===== src/keyed_mod223_byte_cipher_defines.svh =====
// Assertion macros for the RTL of the keyed mod-223 byte cipher; used by kmbc_datapath.
// The using module must have a clock named clk and a synchronous reset named rst.
`ifndef KEYED_MOD223_BYTE_CIPHER_DEFINES_SVH
`define KEYED_MOD223_BYTE_CIPHER_DEFINES_SVH

// Property that must hold at every clock edge outside reset.
`define KMBC_ASSERT_ALWAYS(label, expr) \
  label: assert property (@(posedge clk) disable iff (rst) (expr)) \
    else $error("kmbc: invariant violated");

// Property whose consequent must hold in the cycle after the antecedent.
`define KMBC_ASSERT_NEXT(label, ante, cons) \
  label: assert property (@(posedge clk) disable iff (rst) (ante) |=> (cons)) \
    else $error("kmbc: next-cycle check failed");

`endif


===== src/kmbc_pkg.sv =====
// Shared constants, types and the modular inverse function of the byte cipher.
// No dependencies; every other file but the macro header refers to it by scoped names.
package kmbc_pkg;

  localparam int KEY_LENGTH_DEFAULT = 80;

  localparam int BYTE_W      = 8;
  localparam int DIGIT_W     = 4;
  localparam int ROW_DIGITS  = 10;
  localparam int ROW_COUNT   = 8;
  localparam int ROW_IDX_W   = 3;
  localparam int COL_W       = 4;
  localparam int ROW_W       = DIGIT_W * ROW_DIGITS;
  localparam int WINDOW_W    = ROW_W + DIGIT_W;

  localparam int APB_ADDR_W  = 6;
  localparam int APB_DATA_W  = 64;
  localparam int ADDR_LSB    = 3;

  localparam int MODULUS     = 223;
  localparam int OFFSET      = 31;
  localparam int U_W         = 8;
  localparam int PROD_W      = 16;

  // floor(2^24 / 223); quotient estimate is low by at most one
  localparam int RECIP_SHIFT = 24;
  localparam int RECIP       = (1 << RECIP_SHIFT) / MODULUS;
  localparam int RECIP_W     = $clog2(RECIP + 1);
  localparam int QPROD_W     = PROD_W + RECIP_W;

  typedef logic [ROW_W-1:0]     key_row_t;
  typedef logic [WINDOW_W-1:0]  key_window_t;
  typedef logic [ROW_IDX_W-1:0] row_idx_t;

  // a^(p-2) mod p; only evaluated on constants to fill the inverse table
  function automatic logic [BYTE_W-1:0] inv_mod(input int unsigned a);
    int unsigned r;
    int unsigned b;
    int unsigned e;
    r = 1;
    b = a % MODULUS;
    e = MODULUS - 2;
    while (e != 0) begin
      if (e[0]) r = (r * b) % MODULUS;
      b = (b * b) % MODULUS;
      e = e >> 1;
    end
    return r[BYTE_W-1:0];
  endfunction

endpackage


===== src/kmbc_ifs.sv =====
// Valid/ready stream interfaces for the byte cipher input and result channels.
// Depends on kmbc_pkg for the byte width.
interface kmbc_in_if;
  logic                        valid;
  logic                        ready;
  logic                        kind;
  logic [kmbc_pkg::BYTE_W-1:0] data_byte;
  logic                        last;

  modport source (output valid, kind, data_byte, last, input ready);
  modport sink   (input valid, kind, data_byte, last, output ready);
endinterface

interface kmbc_out_if;
  logic                        valid;
  logic                        ready;
  logic [kmbc_pkg::BYTE_W-1:0] out_byte;
  logic                        out_last;

  modport source (output valid, out_byte, out_last, input ready);
  modport sink   (input valid, out_byte, out_last, output ready);
endinterface


===== src/keyed_mod223_byte_cipher.sv =====
// Keyed mod-223 byte cipher: top level, joins the key registers and the datapath.
// Depends on kmbc_pkg, kmbc_ifs, kmbc_key_regs and kmbc_datapath.
//
// Usage:
//   din   - valid/ready channel; one beat carries kind (0 encrypt, 1 decrypt),
//           data_byte and last. last rewinds the key position to digit 0.
//   dout  - valid/ready channel; one beat per input beat with out_byte and
//           out_last, in input order.
//   APB   - key rows at byte addresses 8*k, k = 0..7, ten 4-bit digits per
//           row in bits 39:0. pready is tied high; write only while idle.
// Pipeline: 4 register stages (key select, multiply, reciprocal multiply,
//   remainder and output register) lie between an accepted input beat and
//   its result.
// Throughput: one beat per cycle while dout is not held; each stage has its
//   own ready, so bubbles collapse.
// Reset: synchronous; clears the key rows, the key position and all valid
//   flags. The block accepts beats the cycle after reset is released.
// Stall: when dout is held, results stay in place and din keeps accepting
//   until the four stages are full, then ready drops.
module keyed_mod223_byte_cipher #(
  parameter int KEY_LENGTH = kmbc_pkg::KEY_LENGTH_DEFAULT
) (
  input  logic                             clk,
  input  logic                             rst,
  kmbc_in_if.sink                          din,
  kmbc_out_if.source                       dout,
  input  logic                             psel,
  input  logic                             penable,
  input  logic                             pwrite,
  input  logic [kmbc_pkg::APB_ADDR_W-1:0]  paddr,
  input  logic [kmbc_pkg::APB_DATA_W-1:0]  pwdata,
  output logic [kmbc_pkg::APB_DATA_W-1:0]  prdata,
  output logic                             pready
);

  kmbc_pkg::row_idx_t    row_rd;
  kmbc_pkg::key_window_t window;

  kmbc_key_regs u_key_regs (
    .clk     (clk),
    .rst     (rst),
    .psel    (psel),
    .penable (penable),
    .pwrite  (pwrite),
    .paddr   (paddr),
    .pwdata  (pwdata),
    .prdata  (prdata),
    .pready  (pready),
    .row_rd  (row_rd),
    .window  (window)
  );

  kmbc_datapath #(
    .KEY_LENGTH (KEY_LENGTH)
  ) u_datapath (
    .clk    (clk),
    .rst    (rst),
    .din    (din),
    .dout   (dout),
    .row_rd (row_rd),
    .window (window)
  );

endmodule


===== src/kmbc_key_regs.sv =====
// APB key register file: eight rows of ten key digits, plus a registered
// digit window for the datapath. Depends on kmbc_pkg.
module kmbc_key_regs (
  input  logic                                clk,
  input  logic                                rst,
  input  logic                                psel,
  input  logic                                penable,
  input  logic                                pwrite,
  input  logic [kmbc_pkg::APB_ADDR_W-1:0]     paddr,
  input  logic [kmbc_pkg::APB_DATA_W-1:0]     pwdata,
  output logic [kmbc_pkg::APB_DATA_W-1:0]     prdata,
  output logic                                pready,
  input  kmbc_pkg::row_idx_t                  row_rd,
  output kmbc_pkg::key_window_t               window
);

  kmbc_pkg::key_row_t                rows [kmbc_pkg::ROW_COUNT];
  // nxt[k] mirrors digit 0 of row k+1; last entry stays zero (digit 80)
  logic [kmbc_pkg::DIGIT_W-1:0]      nxt  [kmbc_pkg::ROW_COUNT];

  logic                              wr;
  kmbc_pkg::row_idx_t                widx;
  kmbc_pkg::row_idx_t                rd_plus;
  kmbc_pkg::key_row_t                wdata;
  kmbc_pkg::key_row_t                win_row;
  logic [kmbc_pkg::DIGIT_W-1:0]      win_nxt;

  assign pready  = 1'b1;
  assign wr      = psel && penable && pwrite;
  assign widx    = paddr[kmbc_pkg::APB_ADDR_W-1:kmbc_pkg::ADDR_LSB];
  assign wdata   = pwdata[kmbc_pkg::ROW_W-1:0];
  assign rd_plus = row_rd + kmbc_pkg::ROW_IDX_W'(1);

  always_ff @(posedge clk) begin
    if (rst) begin
      for (int k = 0; k < kmbc_pkg::ROW_COUNT; k++) begin
        rows[k] <= '0;
        nxt[k]  <= '0;
      end
    end else if (wr) begin
      rows[widx] <= wdata;
      if (widx != '0) begin
        nxt[widx - kmbc_pkg::ROW_IDX_W'(1)] <= wdata[kmbc_pkg::DIGIT_W-1:0];
      end
    end
  end

  // forward a write landing in the same cycle so the window is never stale
  always_comb begin
    win_row = (wr && widx == row_rd) ? wdata : rows[row_rd];
    if (row_rd == kmbc_pkg::ROW_IDX_W'(kmbc_pkg::ROW_COUNT - 1)) begin
      win_nxt = '0;
    end else if (wr && widx == rd_plus) begin
      win_nxt = wdata[kmbc_pkg::DIGIT_W-1:0];
    end else begin
      win_nxt = nxt[row_rd];
    end
  end

  always_ff @(posedge clk) begin
    if (rst) begin
      window <= '0;
    end else begin
      window <= {win_nxt, win_row};
    end
  end

  // address is stable in the setup cycle, so data is ready for the access cycle
  always_ff @(posedge clk) begin
    prdata <= kmbc_pkg::APB_DATA_W'(rows[widx]);
  end

endmodule


===== src/kmbc_datapath.sv =====
// Key position tracking and the four-register cipher pipeline.
// Depends on kmbc_pkg, kmbc_ifs and the assertion macro header.
`include "keyed_mod223_byte_cipher_defines.svh"

module kmbc_datapath #(
  parameter int KEY_LENGTH = kmbc_pkg::KEY_LENGTH_DEFAULT
) (
  input  logic                  clk,
  input  logic                  rst,
  kmbc_in_if.sink               din,
  kmbc_out_if.source            dout,
  output kmbc_pkg::row_idx_t    row_rd,
  input  kmbc_pkg::key_window_t window
);

  localparam int POS_W     = (KEY_LENGTH > 1) ? $clog2(KEY_LENGTH) : 1;
  localparam int INV_DEPTH = 1 << kmbc_pkg::U_W;

  // key position, kept also as row/column of the digit registers
  logic [POS_W-1:0]           pos, pos_next;
  kmbc_pkg::row_idx_t         row, row_next;
  logic [kmbc_pkg::COL_W-1:0] col, col_next;

  logic accept;
  logic rdy0, rdy1, rdy2, rdy3;

  // stage 0: multiplier and raw byte
  logic                        v0;
  logic [kmbc_pkg::U_W-1:0]    u0;
  logic                        kind0;
  logic [kmbc_pkg::BYTE_W-1:0] x0;
  logic                        last0;
  // stage 1: product magnitude
  logic                        v1;
  logic [kmbc_pkg::PROD_W-1:0] a1;
  logic                        neg1;
  logic                        last1;
  // stage 2: quotient estimate
  logic                        v2;
  logic [kmbc_pkg::PROD_W-1:0] a2;
  logic [kmbc_pkg::BYTE_W-1:0] q2;
  logic                        neg2;
  logic                        last2;

  // constant table of inverses mod 223, one entry per multiplier value
  logic [kmbc_pkg::BYTE_W-1:0]  inv_rom [INV_DEPTH];

  logic [kmbc_pkg::DIGIT_W-1:0] d_hi, d_lo;
  logic [kmbc_pkg::U_W-1:0]     u_calc;
  logic [kmbc_pkg::U_W-1:0]     m1;
  logic [kmbc_pkg::BYTE_W-1:0]  mag1;
  logic [kmbc_pkg::QPROD_W-1:0] qprod;
  logic [kmbc_pkg::PROD_W-1:0]  rem_raw;
  logic [kmbc_pkg::BYTE_W-1:0]  rem3;
  logic [kmbc_pkg::BYTE_W-1:0]  res3;

  for (genvar g = 0; g < INV_DEPTH; g++) begin : g_inv_rom
    assign inv_rom[g] = kmbc_pkg::inv_mod(g);
  end

  assign accept = din.valid && din.ready;

  // per-stage ready so bubbles collapse
  assign rdy3      = !dout.valid || dout.ready;
  assign rdy2      = !v2 || rdy3;
  assign rdy1      = !v1 || rdy2;
  assign rdy0      = !v0 || rdy1;
  assign din.ready = rdy0 && !rst;

  always_comb begin
    pos_next = pos;
    row_next = row;
    col_next = col;
    if (accept) begin
      if (din.last || pos == POS_W'(KEY_LENGTH - 1)) begin
        pos_next = '0;
        row_next = '0;
        col_next = '0;
      end else begin
        pos_next = pos + POS_W'(1);
        if (col == kmbc_pkg::COL_W'(kmbc_pkg::ROW_DIGITS - 1)) begin
          col_next = '0;
          row_next = row + kmbc_pkg::ROW_IDX_W'(1);
        end else begin
          col_next = col + kmbc_pkg::COL_W'(1);
        end
      end
    end
  end

  assign row_rd = row_next;

  always_ff @(posedge clk) begin
    if (rst) begin
      pos <= '0;
      row <= '0;
      col <= '0;
    end else begin
      pos <= pos_next;
      row <= row_next;
      col <= col_next;
    end
  end

  // window holds the current row plus the first digit of the following row
  assign d_hi   = window[{col, 2'b00} +: kmbc_pkg::DIGIT_W];
  assign d_lo   = window[{col, 2'b00} + 6'(kmbc_pkg::DIGIT_W) +: kmbc_pkg::DIGIT_W];
  assign u_calc = (kmbc_pkg::U_W'(d_hi) << 3) + (kmbc_pkg::U_W'(d_hi) << 1)
                + kmbc_pkg::U_W'(d_lo) + kmbc_pkg::U_W'(2);

  always_ff @(posedge clk) begin
    if (rst) begin
      v0 <= 1'b0;
    end else if (rdy0) begin
      v0 <= din.valid;
    end
  end

  always_ff @(posedge clk) begin
    if (accept) begin
      u0    <= u_calc;
      kind0 <= din.kind;
      x0    <= din.data_byte;
      last0 <= din.last;
    end
  end

  // stage 1: multiplier select and |x-31| * m
  assign m1   = kind0 ? inv_rom[u0] : u0;
  assign mag1 = (x0 >= kmbc_pkg::BYTE_W'(kmbc_pkg::OFFSET))
              ? x0 - kmbc_pkg::BYTE_W'(kmbc_pkg::OFFSET)
              : kmbc_pkg::BYTE_W'(kmbc_pkg::OFFSET) - x0;

  always_ff @(posedge clk) begin
    if (rst) begin
      v1 <= 1'b0;
    end else if (rdy1) begin
      v1 <= v0;
    end
  end

  always_ff @(posedge clk) begin
    if (rdy1 && v0) begin
      a1    <= kmbc_pkg::PROD_W'(mag1) * kmbc_pkg::PROD_W'(m1);
      neg1  <= (x0 < kmbc_pkg::BYTE_W'(kmbc_pkg::OFFSET));
      last1 <= last0;
    end
  end

  // stage 2: reciprocal multiply for a / 223
  assign qprod = kmbc_pkg::QPROD_W'(a1) * kmbc_pkg::QPROD_W'(kmbc_pkg::RECIP);

  always_ff @(posedge clk) begin
    if (rst) begin
      v2 <= 1'b0;
    end else if (rdy2) begin
      v2 <= v1;
    end
  end

  always_ff @(posedge clk) begin
    if (rdy2 && v1) begin
      a2    <= a1;
      q2    <= qprod[kmbc_pkg::RECIP_SHIFT +: kmbc_pkg::BYTE_W];
      neg2  <= neg1;
      last2 <= last1;
    end
  end

  // stage 3: remainder with one correction, sign of the truncated remainder, offset
  assign rem_raw = a2 - kmbc_pkg::PROD_W'(q2) * kmbc_pkg::PROD_W'(kmbc_pkg::MODULUS);
  assign rem3    = (rem_raw >= kmbc_pkg::PROD_W'(kmbc_pkg::MODULUS))
                 ? kmbc_pkg::BYTE_W'(rem_raw - kmbc_pkg::PROD_W'(kmbc_pkg::MODULUS))
                 : kmbc_pkg::BYTE_W'(rem_raw);
  assign res3    = neg2 ? kmbc_pkg::BYTE_W'(kmbc_pkg::OFFSET) - rem3
                        : kmbc_pkg::BYTE_W'(kmbc_pkg::OFFSET) + rem3;

  always_ff @(posedge clk) begin
    if (rst) begin
      dout.valid <= 1'b0;
    end else if (rdy3) begin
      dout.valid <= v2;
    end
  end

  always_ff @(posedge clk) begin
    if (rdy3 && v2) begin
      dout.out_byte <= res3;
      dout.out_last <= last2;
    end
  end

  `KMBC_ASSERT_ALWAYS(a_col_range, col <= kmbc_pkg::COL_W'(kmbc_pkg::ROW_DIGITS - 1))
  `KMBC_ASSERT_ALWAYS(a_pos_range, pos <= POS_W'(KEY_LENGTH - 1))
  `KMBC_ASSERT_NEXT(a_last_rewinds, accept && din.last, pos == '0 && row == '0 && col == '0)
  `KMBC_ASSERT_ALWAYS(a_quot_close, !v2 || rem_raw < kmbc_pkg::PROD_W'(2 * kmbc_pkg::MODULUS))
  `KMBC_ASSERT_NEXT(a_stage_moves, v2 && rdy3, dout.valid)

endmodule

===== src/flat_wrapper.sv =====
// flat-port wrapper written by rule: the top's interface ports become plain ports
module keyed_mod223_byte_cipher_flat 
#(
  parameter int KEY_LENGTH = kmbc_pkg::KEY_LENGTH_DEFAULT
)
  (clk, rst, psel, penable, pwrite, paddr, pwdata, prdata, pready, din_valid, din_kind, din_data_byte, din_last, din_ready, dout_valid, dout_out_byte, dout_out_last, dout_ready);
  kmbc_in_if din_i ();
  kmbc_out_if dout_i ();
  input  logic clk;
  input  logic rst;
  input  logic psel;
  input  logic penable;
  input  logic pwrite;
  input  logic [kmbc_pkg::APB_ADDR_W-1:0] paddr;
  input  logic [kmbc_pkg::APB_DATA_W-1:0] pwdata;
  output logic [kmbc_pkg::APB_DATA_W-1:0] prdata;
  output logic pready;
  input wire logic [$bits(din_i.valid)-1:0] din_valid;
  input wire logic [$bits(din_i.kind)-1:0] din_kind;
  input wire logic [$bits(din_i.data_byte)-1:0] din_data_byte;
  input wire logic [$bits(din_i.last)-1:0] din_last;
  output wire logic [$bits(din_i.ready)-1:0] din_ready;
  output wire logic [$bits(dout_i.valid)-1:0] dout_valid;
  output wire logic [$bits(dout_i.out_byte)-1:0] dout_out_byte;
  output wire logic [$bits(dout_i.out_last)-1:0] dout_out_last;
  input wire logic [$bits(dout_i.ready)-1:0] dout_ready;
  assign din_i.valid = din_valid;
  assign din_i.kind = din_kind;
  assign din_i.data_byte = din_data_byte;
  assign din_i.last = din_last;
  assign din_ready = din_i.ready;
  assign dout_valid = dout_i.valid;
  assign dout_out_byte = dout_i.out_byte;
  assign dout_out_last = dout_i.out_last;
  assign dout_i.ready = dout_ready;
  keyed_mod223_byte_cipher #(.KEY_LENGTH(KEY_LENGTH)) u_core (.clk(clk), .rst(rst), .din(din_i), .dout(dout_i), .psel(psel), .penable(penable), .pwrite(pwrite), .paddr(paddr), .pwdata(pwdata), .prdata(prdata), .pready(pready));
endmodule

===== config.mk =====
export PLATFORM = sky130hd
export DESIGN_NAME = keyed_mod223_byte_cipher_flat
export DESIGN_NICKNAME = d
export VERILOG_FILES = /design/src/kmbc_pkg.sv /design/src/kmbc_ifs.sv /design/src/keyed_mod223_byte_cipher.sv /design/src/kmbc_key_regs.sv /design/src/kmbc_datapath.sv /design/src/flat_wrapper.sv
export VERILOG_INCLUDE_DIRS = /design/src /design/src/src
export SDC_FILE = /design/constraint.sdc
export NUM_CORES = 2
export LEC_CHECK = 0
export ABC_AREA = 1
export BUFFER_PORTS_ARGS = -buffer_cell sky130_fd_sc_hd__buf_2
export CAP_MARGIN = 20
export CORE_UTILIZATION = 58
export CTS_BUF_LIST = sky130_fd_sc_hd__clkbuf_8
export DETAILED_ROUTE_END_ITERATION = 12
export PLACE_DENSITY_LB_ADDON = 0.3
export SYNTH_ARGS = -nofsm -noshare
export SYNTH_HDL_FRONTEND = slang
export SYNTH_SLANG_ARGS = --single-unit

===== constraint.sdc =====
create_clock -name clk -period 6.3 [get_ports clk]
set_input_delay 1.26 -clock clk [delete_from_list [all_inputs] [get_ports clk]]
set_output_delay 1.26 -clock clk [all_outputs]
set_load 0.005 [all_outputs]

==> results_dict.tcl <==
set metrics [dict create \
    fin_skew_ns 0.0452 \
    synthToLayoutAreaGrowth_pct 11.7 \
    path_clk_slew_ns 0.06 \
    clkLatencyLatePin_ns 0.71 \
    rsz0062_at_grt "true" \
    yosysWarnings 0 \
    cts.htree.levels 3 \
    synth-async-reset-ratio 0 \
    final_cells 5065 \
    crit_slowest_cell "fa_1" \
    synth_top_family_by_area "adder cells" \
    yosys-top-cells-count "nor2_1 (662), inv_1 (560), nand2_1 (538)" \
    grt_usage 0.352 \
    syn_area_per_cell_um2 8.83 \
    numCtsBuffers 87 \
    synth_area_um2 35500 \
    worstMarginPinSlew_ns 1.01 \
    synth-compound-area-share 0.146 \
    initial_core_util 0.588 \
    antenna_found_initial 9 \
    postCtsHoldBufs 0 \
    dp_cells 4887 \
    gp_congestion 1.01 \
    fin_nets 4698 \
    nFillCells 5005 \
    crit_fanout 4 \
    synth.most_common_cell "nor2_1" \
    core-area_um2 60400 \
    drc 0 \
    muxShareOfSynthArea 0 \
    outcome "completed" \
    cp_slowest_stage_delay_ns 0.50 \
    finalHoldViolCount 0 \
    die_area_um2 62200 \
    die_h_um 249 \
    clk_path_buf_depth 3 \
    cap_violations 0 \
    cts_root_buffer "clkbuf_8" \
    cts_sinks 525 \
    cp_common_cell "nand2_1" \
    synthSimpleGateAreaFrac 0.163 \
    fmax_mhz 163 \
    num_vias 30700 \
    grt_pass1_wl_mm 168 \
    yosys_most_used_dff "edfxtp_1" \
    timing.hold.ws_ns 0.419 \
    port_buffers 110 \
    grt_pass1_vias 29700 \
    final_core_util 0.657 \
    drv_slew 0 \
    grt_max_degree 117 \
    synth_cell_type_count 63 \
    die_w_um 249 \
    drt-wirelength-per-cell_um 21.7 \
    synth_largest_area_cell "edfxtp_1" \
    seqCellArea_um2 14700 \
    yosys.area.top_type_share 0.358 \
    setup_viol 0 \
    cts_tree "built" \
    drive_above_1_share 0.123 \
    grt_overflow 0 \
    io_pins 163 \
    start_kind "register" \
    num_rows 90 \
    synth_fa_ha_area_frac 0.175 \
    critPathRequiredTime_ns 6.74 \
    synth_xor_xnor_area_share 0.0118 \
    dr.pass1.iters 6 \
    period_share 0.975 \
    final.setup.tns_ns 0 \
    period_needed_ns 6.14 \
    syn_inst 4019 \
    slew_headroom 0.325 \
    wl_mm 110 \
    viasPerCell 6.06 \
    critPathArrivalTime_ns 6.58 \
    detail_route.iter0.violations 3949 \
    multi_input_area_um2 17900 \
    cp-end-kind "register" \
    ant_nets 0 \
    synthTopCellsByArea "edfxtp_1 (36%), ha_1 (9.1%), fa_1 (8.3%)" \
    ys_ff_latch 525 \
    hold_class "register to register" \
    synth-edff-count 423 \
    critPathKind "register to register" \
    yosysSeqAreaShare 0.415 \
    dp_hpwl_mm 71.3 \
]
## critical path: cells and delay by family, from the launching register on
kind | cells | cell delay (ns)
adder cells (fa/ha/maj) | 6 | 2.24
buffers and inverters | 8 | 0.79
flip-flops | 1 | 0.41
AO/OA/AOI/OAI | 11 | 1.53
XOR/XNOR | 1 | 0.14
AND/OR/NAND/NOR | 7 | 0.76
## worst paths after layout
check / startpoint / end / slack (ns) / depth (start not counted)
setup / recovery: u_core.u_datapath.u0[0] / u_core.u_datapath.a1[15] / 0.16 / 33
hold / removal: u_core.u_datapath.neg1 / u_core.u_datapath.neg2 / 0.42 / 0
setup reg to reg: u_core.u_datapath.u0[0] / u_core.u_datapath.a1[15] / 0.16 / 33
hold reg to reg: u_core.u_datapath.neg1 / u_core.u_datapath.neg2 / 0.42 / 0
## layer usage
| metal | track usage | routed length (um) |
|---|---|---|
| met3 | 0.0567 | 12300 |
| met1 | 0.462 | 41300 |
| met4 | 0.187 | 6100 |
| met5 | 0 | 46 |
| met2 | 0.563 | 50200 |
## layout make-up
type / count / area share
Inverter: 568 / 0.0542
Sequential cell: 525 / 0.372
Clock inverter: 64 / 0.0106
Timing Repair Buffer: 296 / 0.0517
Clock buffer: 99 / 0.0344
Antenna cell: 5 / 0.000316
Tap cell: 782 / 0.0247
Multi-Input combinational cell: 2726 / 0.452
## cells in the final DEF, fill, tap and decap left out, drive strengths merged, types with 6 or more instances in the layout
| cell type | netlist | layout |
|---|---|---|
| nor2 | 668 | 668 |
| ha | 259 | 259 |
| o31ai | 6 | 6 |
| clkinv | 3 | 21 |
| nor3 | 28 | 28 |
| xnor2 | 14 | 14 |
| o221ai | 38 | 38 |
| o2111ai | 22 | 22 |
| nand4 | 37 | 37 |
| fa | 148 | 148 |
| a211oi | 8 | 8 |
| a221oi | 47 | 47 |
| buf | 96 | 296 |
| conb | 2 | 25 |
| xor2 | 34 | 34 |
| a31oi | 19 | 19 |
| dfxtp | 102 | 102 |
| or2 | 18 | 18 |
| o22ai | 35 | 35 |
| nand3 | 111 | 111 |
| edfxtp | 423 | 423 |
| o311ai | 7 | 7 |
| a22oi | 47 | 47 |
| a21oi | 148 | 148 |
| inv | 565 | 603 |
| o21ai | 315 | 315 |
| nand2 | 543 | 543 |
| o211ai | 113 | 113 |
| clkbuf | 127 | 99 |
## cells by family (layout without fill, tap and decap cells)
group | count (synthesis) | in the layout
xor+xnor | 48 | 48
compound gates | 829 | 829
simple gates | 1417 | 1417
fa+ha+maj | 407 | 407
flops | 525 | 525
buf+inv | 791 | 1027
other cells | 2 | 30
## what timing repair did
action,CTS,global route
endpoints found under the setup margin,2,5
setup buffers,0,10
resized for setup,3,72
endpoints found under the hold margin,0,0
pin swaps,0,15
## per-stage QoR
stage / cell area (um^2) / worst slack (ns)
2_1_floorplan: 35600 / 0.0849
3_3_place_gp: 37600 / 0.0429
3_5_place_dp: 37600 / -0.00532
4_1_cts: 39400 / 0.00451
5_1_grt: 39600 / -0.0527
6_report: 39600 / 0.157
## registers in the layout, summed over array words and instances (netlist names), 3 cells and up
signal / cells
u_core.u_key_regs.rows: 320
u_core.u_datapath.row: 3
u_core.u_datapath.a1: 16
u_core.u_datapath.u0: 8
u_core.u_datapath.pos: 7
u_core.u_datapath.dout.out_byte: 8
u_core.u_key_regs.prdata: 40
u_core.u_datapath.a2: 16
u_core.u_datapath.x0: 8
u_core.u_key_regs.window: 44
u_core.u_datapath.col: 4
u_core.u_key_regs.nxt: 32
u_core.u_datapath.q2: 8
Power is left out: the tool's default activity adds up to more than one toggle a clock period on the data nets, which glitch-free logic cannot reach.
